<file path="config.mk">
export PLATFORM = sky130hd
export DESIGN_NAME = fuel_flow_gauge_core
export DESIGN_NICKNAME = d
export VERILOG_FILES = /design/src/design/ffg_pkg.sv /design/src/design/ffg_div.sv /design/src/design/ffg_regs.sv /design/src/design/fuel_flow_gauge_core.sv
export SDC_FILE = /design/constraint.sdc
export NUM_CORES = 2
export LEC_CHECK = 0
export ABC_AREA = 1
export BUFFER_PORTS_ARGS = -buffer_cell sky130_fd_sc_hd__buf_2
export CAP_MARGIN = 25
export CELL_PAD_IN_SITES_DETAIL_PLACEMENT = 0
export CELL_PAD_IN_SITES_GLOBAL_PLACEMENT = 2
export CORE_MARGIN = 5
export CORE_UTILIZATION = 42
export DETAILED_ROUTE_END_ITERATION = 8
export PLACE_DENSITY = 0.95
export REMOVE_ABC_BUFFERS = 1
export SETUP_SLACK_MARGIN = 0.4
export SYNTH_ARGS = -nofsm -noshare
export SYNTH_HDL_FRONTEND = slang
export SYNTH_HIERARCHICAL = 1
export SYNTH_SLANG_ARGS = --single-unit
</file>
<file path="constraint.sdc">
create_clock -name clk -period 23.3 [get_ports clk]
set_input_delay 3.495 -clock clk [delete_from_list [all_inputs] [get_ports clk]]
set_output_delay 3.495 -clock clk [all_outputs]
set_load 0.01 [all_outputs]
</file>
<file path="src/design/ffg_pkg.sv">
package ffg_pkg;

  localparam int unsigned TICKS_PER_BATCH = 100;
  localparam int unsigned NUM_W = 48;
  localparam int unsigned DEN_W = 27;
  localparam int unsigned STEP_W = 6;

  localparam logic [7:0] MODEL_SMALL   = 8'd1;
  localparam logic [7:0] MODEL_2       = 8'd2;
  localparam logic [7:0] MODEL_3       = 8'd3;
  localparam logic [7:0] MODEL_5       = 8'd5;
  localparam logic [7:0] MODEL_6       = 8'd6;
  localparam logic [7:0] MODEL_7       = 8'd7;
  localparam logic [7:0] MODEL_8       = 8'd8;
  localparam logic [7:0] MODEL_LARGE   = 8'd9;
  localparam logic [7:0] MODEL_10      = 8'd10;
  localparam logic [7:0] MODEL_11      = 8'd11;

  localparam logic [7:0] REV_5ML = 8'd1;
  localparam logic [7:0] REV_1ML = 8'd2;

  localparam logic [1:0] OPT_FIXED  = 2'd0;
  localparam logic [1:0] OPT_ADD_ON = 2'd1;

  localparam logic [2:0] ADDR_SPLITTER = 3'd0;
  localparam logic [2:0] ADDR_OPTION   = 3'd4;

  typedef struct packed {
    logic              start;
    logic [NUM_W-1:0]  num;
    logic [DEN_W-1:0]  den;
    logic [STEP_W-1:0] steps;
  } ffg_div_req_t;

  typedef struct packed {
    logic             done;
    logic [NUM_W-1:0] quot;
  } ffg_div_rsp_t;

  typedef struct packed {
    logic       splitter_present;
    logic [1:0] large_tank_level_option;
  } ffg_cfg_t;

endpackage

</file>
<file path="src/design/ffg_div.sv">
module ffg_div (
  input  logic                 clk,
  input  logic                 rst_n,
  input  ffg_pkg::ffg_div_req_t req,
  output ffg_pkg::ffg_div_rsp_t rsp
);

  logic                        busy_r;
  logic                        done_r;
  logic [ffg_pkg::STEP_W-1:0]  cnt_r;
  logic [ffg_pkg::NUM_W-1:0]   num_r;
  logic [ffg_pkg::NUM_W-1:0]   quo_r;
  logic [ffg_pkg::DEN_W-1:0]   den_r;
  logic [ffg_pkg::DEN_W-1:0]   rem_r;
  logic [ffg_pkg::DEN_W-1:0]   rem_nxt;
  logic [ffg_pkg::DEN_W:0]     trial;
  logic                        ge;

  always_comb begin
    trial = {rem_r, num_r[ffg_pkg::NUM_W-1]};
    ge = trial >= {1'b0, den_r};
    if (ge) begin
      rem_nxt = ffg_pkg::DEN_W'(trial - {1'b0, den_r});
    end else begin
      rem_nxt = trial[ffg_pkg::DEN_W-1:0];
    end
  end

  always_ff @(posedge clk) begin
    if (!rst_n) begin
      busy_r <= 1'b0;
      done_r <= 1'b0;
    end else begin
      done_r <= 1'b0;
      if (req.start) begin
        busy_r <= 1'b1;
        cnt_r <= req.steps;
        num_r <= req.num;
        den_r <= req.den;
        rem_r <= '0;
        quo_r <= '0;
      end else if (busy_r) begin
        num_r <= {num_r[ffg_pkg::NUM_W-2:0], 1'b0};
        rem_r <= rem_nxt;
        quo_r <= {quo_r[ffg_pkg::NUM_W-2:0], ge};
        cnt_r <= cnt_r - 1'b1;
        if (cnt_r == ffg_pkg::STEP_W'(1)) begin
          busy_r <= 1'b0;
          done_r <= 1'b1;
        end
      end
    end
  end

  assign rsp.done = done_r;
  assign rsp.quot = quo_r;

endmodule

</file>
<file path="src/design/ffg_regs.sv">
module ffg_regs (
  input  logic              clk,
  input  logic              rst_n,
  input  logic              psel,
  input  logic              penable,
  input  logic              pwrite,
  input  logic [2:0]        paddr,
  input  logic [31:0]       pwdata,
  output logic [31:0]       prdata,
  output logic              pready,
  output ffg_pkg::ffg_cfg_t cfg
);

  logic       splitter_r;
  logic [1:0] option_r;
  logic       wr;

  assign wr = psel && penable && pwrite;
  assign pready = 1'b1;

  always_ff @(posedge clk) begin
    if (!rst_n) begin
      splitter_r <= 1'b0;
      option_r <= 2'd0;
    end else if (wr) begin
      if (paddr[2] == ffg_pkg::ADDR_SPLITTER[2]) begin
        splitter_r <= pwdata[0];
      end else begin
        option_r <= pwdata[1:0];
      end
    end
  end

  always_comb begin
    if (paddr[2] == ffg_pkg::ADDR_OPTION[2]) begin
      prdata = {30'd0, option_r};
    end else begin
      prdata = {31'd0, splitter_r};
    end
  end

  assign cfg.splitter_present = splitter_r;
  assign cfg.large_tank_level_option = option_r;

endmodule

</file>
<file path="src/design/fuel_flow_gauge_core.sv">
// Channel  Direction  Handshake            Payload
// in_      input      in_valid/in_stall    tick samples and cartridge data
// out_     output     out_valid/out_stall  gauge and level report
// cfg      input      psel/penable/pwrite  splitter and large tank option
//
// A tick holds the input while it is in work; the runtime update runs only with nonzero
// pump flow, the percent divide is skipped when the model has no capacity, and a batch
// boundary adds the fold. The shared restoring divider (one quotient bit a cycle) does
// percent in 23 steps, runtime in 48 steps; the batch fold is a reciprocal multiply.
// A self-test tick is dropped in its transfer cycle. Reset is synchronous.
// in_stall is high while a tick is in work or its result waits for the output register.
module fuel_flow_gauge_core (
  input  logic        clk,
  input  logic        rst_n,
  input  logic        in_valid,
  output logic        in_stall,
  input  logic        in_test_mode,
  input  logic [15:0] in_pump_flow,
  input  logic [15:0] in_burner_flow,
  input  logic [7:0]  in_cartridge_model,
  input  logic [7:0]  in_data_revision,
  input  logic [7:0]  in_old_level_byte,
  input  logic [7:0]  in_level_low_byte,
  input  logic [7:0]  in_level_high_byte,
  input  logic        in_reprogram_pending,
  input  logic        in_empty_error_set,
  output logic        out_valid,
  input  logic        out_stall,
  output logic        out_decrement_fuel,
  output logic [23:0] out_dispensed_count,
  output logic [15:0] out_fuel_left,
  output logic [7:0]  out_percent_left,
  output logic [16:0] out_full_level,
  output logic        out_adapter_used,
  output logic        out_large_cartridge,
  output logic        out_reprogram_done,
  output logic        out_clear_empty_error,
  output logic [20:0] out_runtime_left,
  input  logic        psel,
  input  logic        penable,
  input  logic        pwrite,
  input  logic [2:0]  paddr,
  input  logic [31:0] pwdata,
  output logic [31:0] prdata,
  output logic        pready
);

  typedef enum logic [2:0] {
    S_IDLE, S_FOLD, S_UNITS, S_PCT, S_MUL1, S_MUL2, S_RTGO, S_RT
  } state_t;

  localparam logic [6:0] TICKS = 7'(ffg_pkg::TICKS_PER_BATCH);
  localparam logic [20:0] RUNTIME_MAX = 21'd1280000;
  // ceil(2^22/9): acc/576 = (((acc >> 6) * FOLD_RECIP) >> 22)
  localparam logic [18:0] FOLD_RECIP = 19'd466034;

  state_t state_r;
  logic   finish_r;

  ffg_pkg::ffg_cfg_t     cfg;
  ffg_pkg::ffg_div_req_t div_req;
  ffg_pkg::ffg_div_rsp_t div_rsp;

  logic [23:0] sum_r;
  logic [6:0]  tick_r;
  logic [31:0] gauge_units_r;
  logic [31:0] display_units_r;
  logic [23:0] dispensed_r;
  logic [20:0] avg_r;
  logic [16:0] full_level_r;

  logic [24:0] fold_num_r;
  logic [14:0] fold_q_r;
  logic [15:0] pump_r;
  logic [7:0]  model_r;
  logic [7:0]  rev_r;
  logic        pending_r;
  logic        err_r;
  logic [15:0] fuel_r;
  logic [14:0] cap_r;
  logic        adapter_r;
  logic        dec_r;
  logic [7:0]  pct_r;
  logic [31:0] p1_r;
  logic [47:0] p2_r;

  logic        accept;
  logic [16:0] flow;
  logic [23:0] sum_nxt;
  logic [6:0]  tick_nxt;
  logic [24:0] fold_num;
  logic [37:0] fold_prod;
  logic [15:0] level;
  logic [15:0] fuel_c;
  logic [14:0] cap_c;
  logic [16:0] full_c;
  logic        adapter_c;
  logic [22:0] pct_num;
  logic [31:0] gu;
  logic [31:0] du;
  logic        done_c;
  logic        clr_c;

  ffg_regs u_regs (
    .clk(clk), .rst_n(rst_n), .psel(psel), .penable(penable), .pwrite(pwrite),
    .paddr(paddr), .pwdata(pwdata), .prdata(prdata), .pready(pready), .cfg(cfg)
  );

  ffg_div u_div (.clk(clk), .rst_n(rst_n), .req(div_req), .rsp(div_rsp));

  assign in_stall = (state_r != S_IDLE) || finish_r;
  assign accept = in_valid && !in_stall && !in_test_mode;

  always_comb begin
    flow = {1'b0, in_pump_flow} + ((in_burner_flow > 16'd80) ? {1'b0, in_burner_flow} : 17'd0);
    sum_nxt = 24'(sum_r + 24'(flow));
    tick_nxt = tick_r + 7'd1;
    fold_num = {1'b0, sum_nxt} + 25'd8;
    level = {in_level_high_byte, in_level_low_byte};
    fuel_c = level;
    cap_c = '0;
    adapter_c = 1'b1;
    full_c = full_level_r;
    if (in_cartridge_model == ffg_pkg::MODEL_SMALL && in_data_revision == ffg_pkg::REV_5ML) begin
      fuel_c = 16'(in_old_level_byte * 16'd5);
      cap_c = 15'd230;
      adapter_c = 1'b0;
    end else if (in_cartridge_model == ffg_pkg::MODEL_SMALL &&
                 in_data_revision == ffg_pkg::REV_1ML) begin
      cap_c = 15'd230; full_c = 17'd230; adapter_c = 1'b0;
    end else if (in_cartridge_model == ffg_pkg::MODEL_2) begin
      cap_c = 15'd3500; full_c = 17'd3500;
    end else if (in_cartridge_model == ffg_pkg::MODEL_3) begin
      cap_c = 15'd17500; full_c = 17'd17500;
    end else if (in_cartridge_model == ffg_pkg::MODEL_5) begin
      cap_c = 15'd1200; full_c = 17'd1200; adapter_c = 1'b0;
    end else if (in_cartridge_model == ffg_pkg::MODEL_6) begin
      cap_c = 15'd550; full_c = 17'd550; adapter_c = 1'b0;
    end else if (in_cartridge_model == ffg_pkg::MODEL_7) begin
      cap_c = 15'd7000; full_c = 17'd7000;
    end else if (in_cartridge_model == ffg_pkg::MODEL_8) begin
      cap_c = 15'd3500; full_c = 17'd3500;
    end else if (in_cartridge_model == ffg_pkg::MODEL_LARGE) begin
      cap_c = 15'd10500;
      if (cfg.splitter_present) begin
        if (cfg.large_tank_level_option == ffg_pkg::OPT_FIXED) begin
          full_c = 17'd10500;
        end else if (cfg.large_tank_level_option == ffg_pkg::OPT_ADD_ON) begin
          full_c = {1'b0, level} + 17'd10500;
        end else begin
          full_c = 17'd21000;
        end
      end else begin
        full_c = (cfg.large_tank_level_option == ffg_pkg::OPT_FIXED) ? 17'd10500 : 17'd3500;
      end
    end else if (in_cartridge_model == ffg_pkg::MODEL_10) begin
      cap_c = 15'd6000; full_c = 17'd6000;
    end else if (in_cartridge_model == ffg_pkg::MODEL_11) begin
      cap_c = 15'd20000; full_c = 17'd20000;
    end else begin
      fuel_c = '0;
      full_c = '0;
    end
  end

  always_comb begin
    fold_prod = 38'(fold_num_r[24:6]) * 38'(FOLD_RECIP);
    gu = gauge_units_r + 32'(fold_q_r);
    du = display_units_r + 32'(fold_q_r);
    pct_num = 23'(fuel_r) * 23'd100;
    done_c = pending_r && ((model_r != ffg_pkg::MODEL_LARGE && pct_r > 8'd99) ||
                           (model_r == ffg_pkg::MODEL_LARGE && pct_r > 8'd32));
    clr_c = err_r && (pct_r >= 8'd20);
  end

  always_comb begin
    div_req = '0;
    if (state_r == S_UNITS && cap_r != '0) begin
      div_req.start = 1'b1;
      div_req.num = {pct_num, 25'd0};
      div_req.den = 27'(cap_r);
      div_req.steps = 6'd23;
    end else if (state_r == S_RTGO) begin
      div_req.start = 1'b1;
      div_req.num = {20'd0, fuel_r, 12'd0} + p2_r;
      div_req.den = 27'(pump_r) * 27'd2000;
      div_req.steps = 6'd48;
    end
  end

  always_ff @(posedge clk) begin
    if (!rst_n) begin
      state_r <= S_IDLE;
      finish_r <= 1'b0;
      out_valid <= 1'b0;
      sum_r <= '0;
      tick_r <= '0;
      gauge_units_r <= '0;
      display_units_r <= '0;
      dispensed_r <= '0;
      avg_r <= '0;
      full_level_r <= '0;
    end else begin
      if (finish_r && (!out_valid || !out_stall)) begin
        finish_r <= 1'b0;
        out_valid <= 1'b1;
        out_decrement_fuel <= dec_r;
        out_dispensed_count <= dispensed_r;
        out_fuel_left <= fuel_r;
        out_percent_left <= pct_r;
        out_full_level <= full_level_r;
        out_adapter_used <= adapter_r;
        out_large_cartridge <= model_r > ffg_pkg::MODEL_7;
        out_reprogram_done <= done_c;
        out_clear_empty_error <= clr_c;
        out_runtime_left <= avg_r;
      end else if (out_valid && !out_stall) begin
        out_valid <= 1'b0;
      end
      case (state_r)
        S_IDLE: begin
          if (accept) begin
            pump_r <= in_pump_flow;
            model_r <= in_cartridge_model;
            rev_r <= in_data_revision;
            pending_r <= in_reprogram_pending;
            err_r <= in_empty_error_set;
            fuel_r <= fuel_c;
            cap_r <= cap_c;
            adapter_r <= adapter_c;
            full_level_r <= full_c;
            if (tick_nxt == TICKS) begin
              sum_r <= '0;
              tick_r <= '0;
              fold_num_r <= fold_num;
              state_r <= S_FOLD;
            end else begin
              sum_r <= sum_nxt;
              tick_r <= tick_nxt;
              fold_q_r <= '0;
              state_r <= S_UNITS;
            end
          end
        end
        S_FOLD: begin
          fold_q_r <= fold_prod[36:22];
          state_r <= S_UNITS;
        end
        S_UNITS: begin
          dec_r <= 1'b0;
          gauge_units_r <= gu;
          if (rev_r == ffg_pkg::REV_5ML && gu > 32'd50000) begin
            gauge_units_r <= gu - 32'd50000;
            dec_r <= 1'b1;
          end
          if (rev_r == ffg_pkg::REV_1ML && gu > 32'd10000) begin
            gauge_units_r <= gu - 32'd10000;
            dec_r <= 1'b1;
          end
          display_units_r <= du;
          if (du > 32'd200) begin
            display_units_r <= du - 32'd200;
            dispensed_r <= dispensed_r + 24'd1;
          end
          state_r <= S_PCT;
        end
        S_PCT: begin
          if (cap_r == '0 || div_rsp.done) begin
            if (cap_r == '0) begin
              pct_r <= 8'd0;
            end else if (div_rsp.quot[22:0] > 23'd255) begin
              pct_r <= 8'd255;
            end else begin
              pct_r <= div_rsp.quot[7:0];
            end
            if (pump_r == '0) begin
              avg_r <= '0;
              finish_r <= 1'b1;
              state_r <= S_IDLE;
            end else begin
              state_r <= S_MUL1;
            end
          end
        end
        S_MUL1: begin
          p1_r <= 32'(avg_r) * 32'd1999;
          state_r <= S_MUL2;
        end
        S_MUL2: begin
          p2_r <= 48'(p1_r) * 48'(pump_r);
          state_r <= S_RTGO;
        end
        S_RTGO: begin
          state_r <= S_RT;
        end
        S_RT: begin
          if (div_rsp.done) begin
            if (div_rsp.quot > 48'(RUNTIME_MAX)) begin
              avg_r <= RUNTIME_MAX;
            end else begin
              avg_r <= div_rsp.quot[20:0];
            end
            finish_r <= 1'b1;
            state_r <= S_IDLE;
          end
        end
        default: state_r <= S_IDLE;
      endcase
    end
  end

endmodule
</file>
==> results.md <==
- Critical path type: in2out
- WP data arrival: 3980 ps
- Initial DRC count: 3927
- Height of the die: 407 um
- Psw: around 5.4 mW
- Peak supply drop: 0.172 mV
- Final Hold Fails: 0
- Switching share of total power: 51.7%
- Clk pwr share: between 10% and 20%
- Sequential area share after synthesis: 24.8%
- Fin crit share: around a third
- Synthesis Warnings: 6
- Area grow syn2layout: 8.37%
- Final TNS setup: 0 ps
- Critical Path Source Type: primary input
- PostCTS Resize Cnt: 0
- Slowest CP cell: buf_2
- Worst path cell trace: buf_2 -> inv_2 -> nand2_1 -> nand2_1 -> buf_2
- Buffers on Ports: 179
- Largest family of logic cells by synthesized area: adder cells
- Buf/Inv on CP: 3
- Post-synth top area cell: fa_1
- Tot GR Track Use: about 22%
- Setup violators final: 0
- Internal Pwr Total: 5.07 mW
- Die extent in x: 407 um
- Largest cells by area after synthesis: fa_1 22%, edfxtp_1 20%, nand2_1 12%
- Gate count of the mapped netlist: 8321
- Largest net degree at the start of global routing: 78
- Ant diodes: 0
- Period minus WS final: roughly 7500 ps
- Reg clk slew, reported paths: 60 ps
- Final wirelength: about 190000 um
- Sequential cell fraction of total power: 17.5%
- Max Fclk: ~130 MHz
- Root buf cell: clkbuf_16
- Worst-skew pair later-pin latency: 680 ps
- Slew @ Worst Pin: between 1000 and 1500 ps
- Number of global-route vias before repair: roughly 54000
- Synth unique cells: 71
- Row count: roughly 150
- CTS Buffer Depth: 3
- IO Pins: around 240
- Max incr delay on CP: 130 ps
- Clock Skew: 34.0 ps
- Hold/Removal Path Class: reg2reg
- WL/cell: 17.6 um
- Routed via count: 53182
- Drt pass-1 iters: 6
- Leakage: between 30 and 40 nW
- Post-synth top area share: 21.8%
- Placer Congestion: 0.931
- Synth Area in Adders: approximately 32%
- Max_slew headroom: between 20 and 30%
- Mapped Area: 0.0661 mm^2
- Synth Area in XOR/XNOR: 3.08%
- Mean post-synth cell area: roughly 8 um^2
- Yosys reg bits: around 600
- Core footprint: 0.156 mm^2
- CTS Buf Count: 76
- Layout cell share with drive strength beyond 1: 5.59%
- Area share of and/or/nand/nor cells after synthesis: 20.2%
- FFs w/ async S/R, synth: 0%
- EDFF count, synth: 435
- DP Wirelength: 146000 um
- DRC Markers: 0
- Final nets: just under 10000
- Final Max Slew Viols: 0
- Antenna Violating Nets Remaining: 0
- Clock tree sinks: 602
- Number of max-cap violations: 0
- Post-CTS setup buffers: 0
- Die area: 0.165 mm^2
- Combinational power share: 70.4%
- Status: finished clean
- Ys flop type: edfxtp_1
- Worst Setup End Kind: primary output
- Hold Buf Count CTS: 0
- Wire length of the first global-routing pass: 294000 um
- Compound-Gate Fraction of Synth Area: 7.49%
- CP required: between 15000 and 20000 ps
- Smallest hold slack: 429 ps
- Maximum fanout along the worst path: 5
- Initial antenna violation count: 1
- Top Family by Delay on Critical Path: buffers and inverters
- Post-DR vias/cell: 5.06
- Pwr dens: 146 mW/mm^2
- Starting Density: 42.3%
- Mux cell area share after synthesis: 0%
- Number of H-tree levels: 3
- CTS tree: done
- RSZ-0062 raised after global routing: false
- GRT Residual Overflow: 0
-- path summary, 6_finish.rpt --
path,from,endpoint,slack [ps],depth (start not counted)
max,paddr[2],prdata[0],15820,5
min,full_level_r[2],out_full_level[2],430,0
max reg2reg,p1_r[12],p2_r[44],16010,24
min reg2reg,full_level_r[2],out_full_level[2],430,0
-- per-stage QoR --
step	utilization [%]	instance area [um^2]	cells	total power, mW	setup WS (ps)
2_1_floorplan	-	65000	8081	7.33	12380
3_3_place_gp	44.0	68900	10361	9.13	15350
3_5_place_dp	44.0	68900	10363	9.21	15320
4_1_cts	45.8	71600	10505	10.5	15820
5_1_grt	45.8	71700	10508	11.6	15580
6_report	45.8	71700	10508	10.5	15820
-- area by class of cell --
| class | count | area (um^2) |
|---|---|---|
| inverter | 1796 | 6750 |
| clock buffer | 101 | 2120 |
| timing repair buffer | 227 | 1290 |
| tap | 2058 | 2570 |
| fill | 15664 | 84700 |
| sequential | 602 | 16400 |
| multi-input combinational | 5683 | 41900 |
| clock inverter | 41 | 599 |
-- metal layers --
metal / global-route usage, % / vias up / routed length (um)
li1: - / 25958 / -
met3: 3.01 / 240 / 10000
met1: 31.2 / 25577 / 83900
met4: 5.02 / 0 / 4190
met5: 0 / - / 0
met2: 37.7 / 1407 / 87100
-- logic make-up (layout without fill, tap and decap cells) --
family                     after synthesis  after routing
xor gates and xnor gates               229            229
other                                    3             33
buffers and inverters                 2066           2165
adders and majority gates             1277           1277
AOI/OAI and AO/OA                      885            885
and+or+nand+nor                       3259           3259
DFF                                    602            602
-- cells in the final DEF (no fill, tap or decap), types with 7 or more instances in the layout --
cell type,instances
nand2_1,2037
inv_1,1769
fa_1,719
nor2_1,603
ha_1,558
edfxtp_1,435
a21oi_1,408
nand3_1,323
o21ai_0,245
buf_2,178
dfxtp_1,167
xor2_1,154
nand4_1,81
clkbuf_16,79
nor3_1,73
xnor2_1,71
buf_4,47
nor4_1,39
a31oi_1,37
o21ai_1,34
conb_1,33
o21a_1,27
nor2_2,25
o211ai_1,20
inv_2,20
nand2_2,20
clkbuf_1,16
o31ai_1,15
o21bai_1,14
a21o_1,13
or2_2,11
o22ai_1,11
bufinv_16,11
nor3_2,9
o32ai_1,8
o221ai_1,7
and2_1,7
nor2_4,7
clkinv_2,7
-- power by group through the flow --
| stage | clock network (mW) | registers [mW] | logic (mW) |
|---|---|---|---|
| global placement | 0 | 1.85 | 7.28 |
| floorplan | 0 | 1.81 | 5.53 |
| CTS | 1.31 | 1.83 | 7.40 |
| finish | 1.28 | 1.83 | 7.38 |
| global route | 1.36 | 1.85 | 8.44 |
| detailed placement | 0 | 1.85 | 7.36 |
-- synthesized netlist by cell type, types with 6 or more instances --
library cell	n
nand2_1	2039
inv_1	1769
fa_1	719
nor2_1	609
ha_1	558
edfxtp_1	435
a21oi_1	408
nand3_1	323
o21ai_0	245
clkbuf_1	207
dfxtp_1	167
xor2_1	154
nand4_1	81
nor3_1	76
xnor2_1	71
nor4_1	40
buf_4	38
a31oi_1	37
o21ai_1	34
o21a_1	27
nor2_2	22
inv_2	21
nand2_2	20
o211ai_1	20
o31ai_1	15
o21bai_1	14
a21o_1	13
o22ai_1	11
or2_2	11
buf_6	9
buf_1	8
buf_2	8
o32ai_1	8
and2_1	7
o221ai_1	7
a21boi_0	6
nand3b_1	6
nor3_2	6
-- sequential cells by signal, indices dropped and copies added, names as in the netlist, 27 cells and up --
register / flops
p1_r: 32
u_div/den_r: 27
u_div/quo_r: 48
u_div/num_r: 48
p2_r: 48
u_div/rem_r: 27
gauge_units_r: 32
display_units_r: 32
-- worst reg2reg max path, cell delays in order, from the launching register on --
cell,delay (ps)
edfxtp_1,1040
nand2_1,200
fa_1,610
fa_1,450
fa_1,520
inv_1,50
fa_1,460
fa_1,540
inv_1,50
fa_1,530
inv_1,40
ha_1,360
a21oi_1,230
o21ai_0,130
a211oi_1,240
o21ai_0,120
a21oi_1,440
o21ai_0,280
nand2_1,110
nand2_1,90
nand2_1,70
nand2_1,110
nand2_1,90
nand3b_1,90
xor2_1,150
No activity file was read; power rests on OpenSTA's default activity.
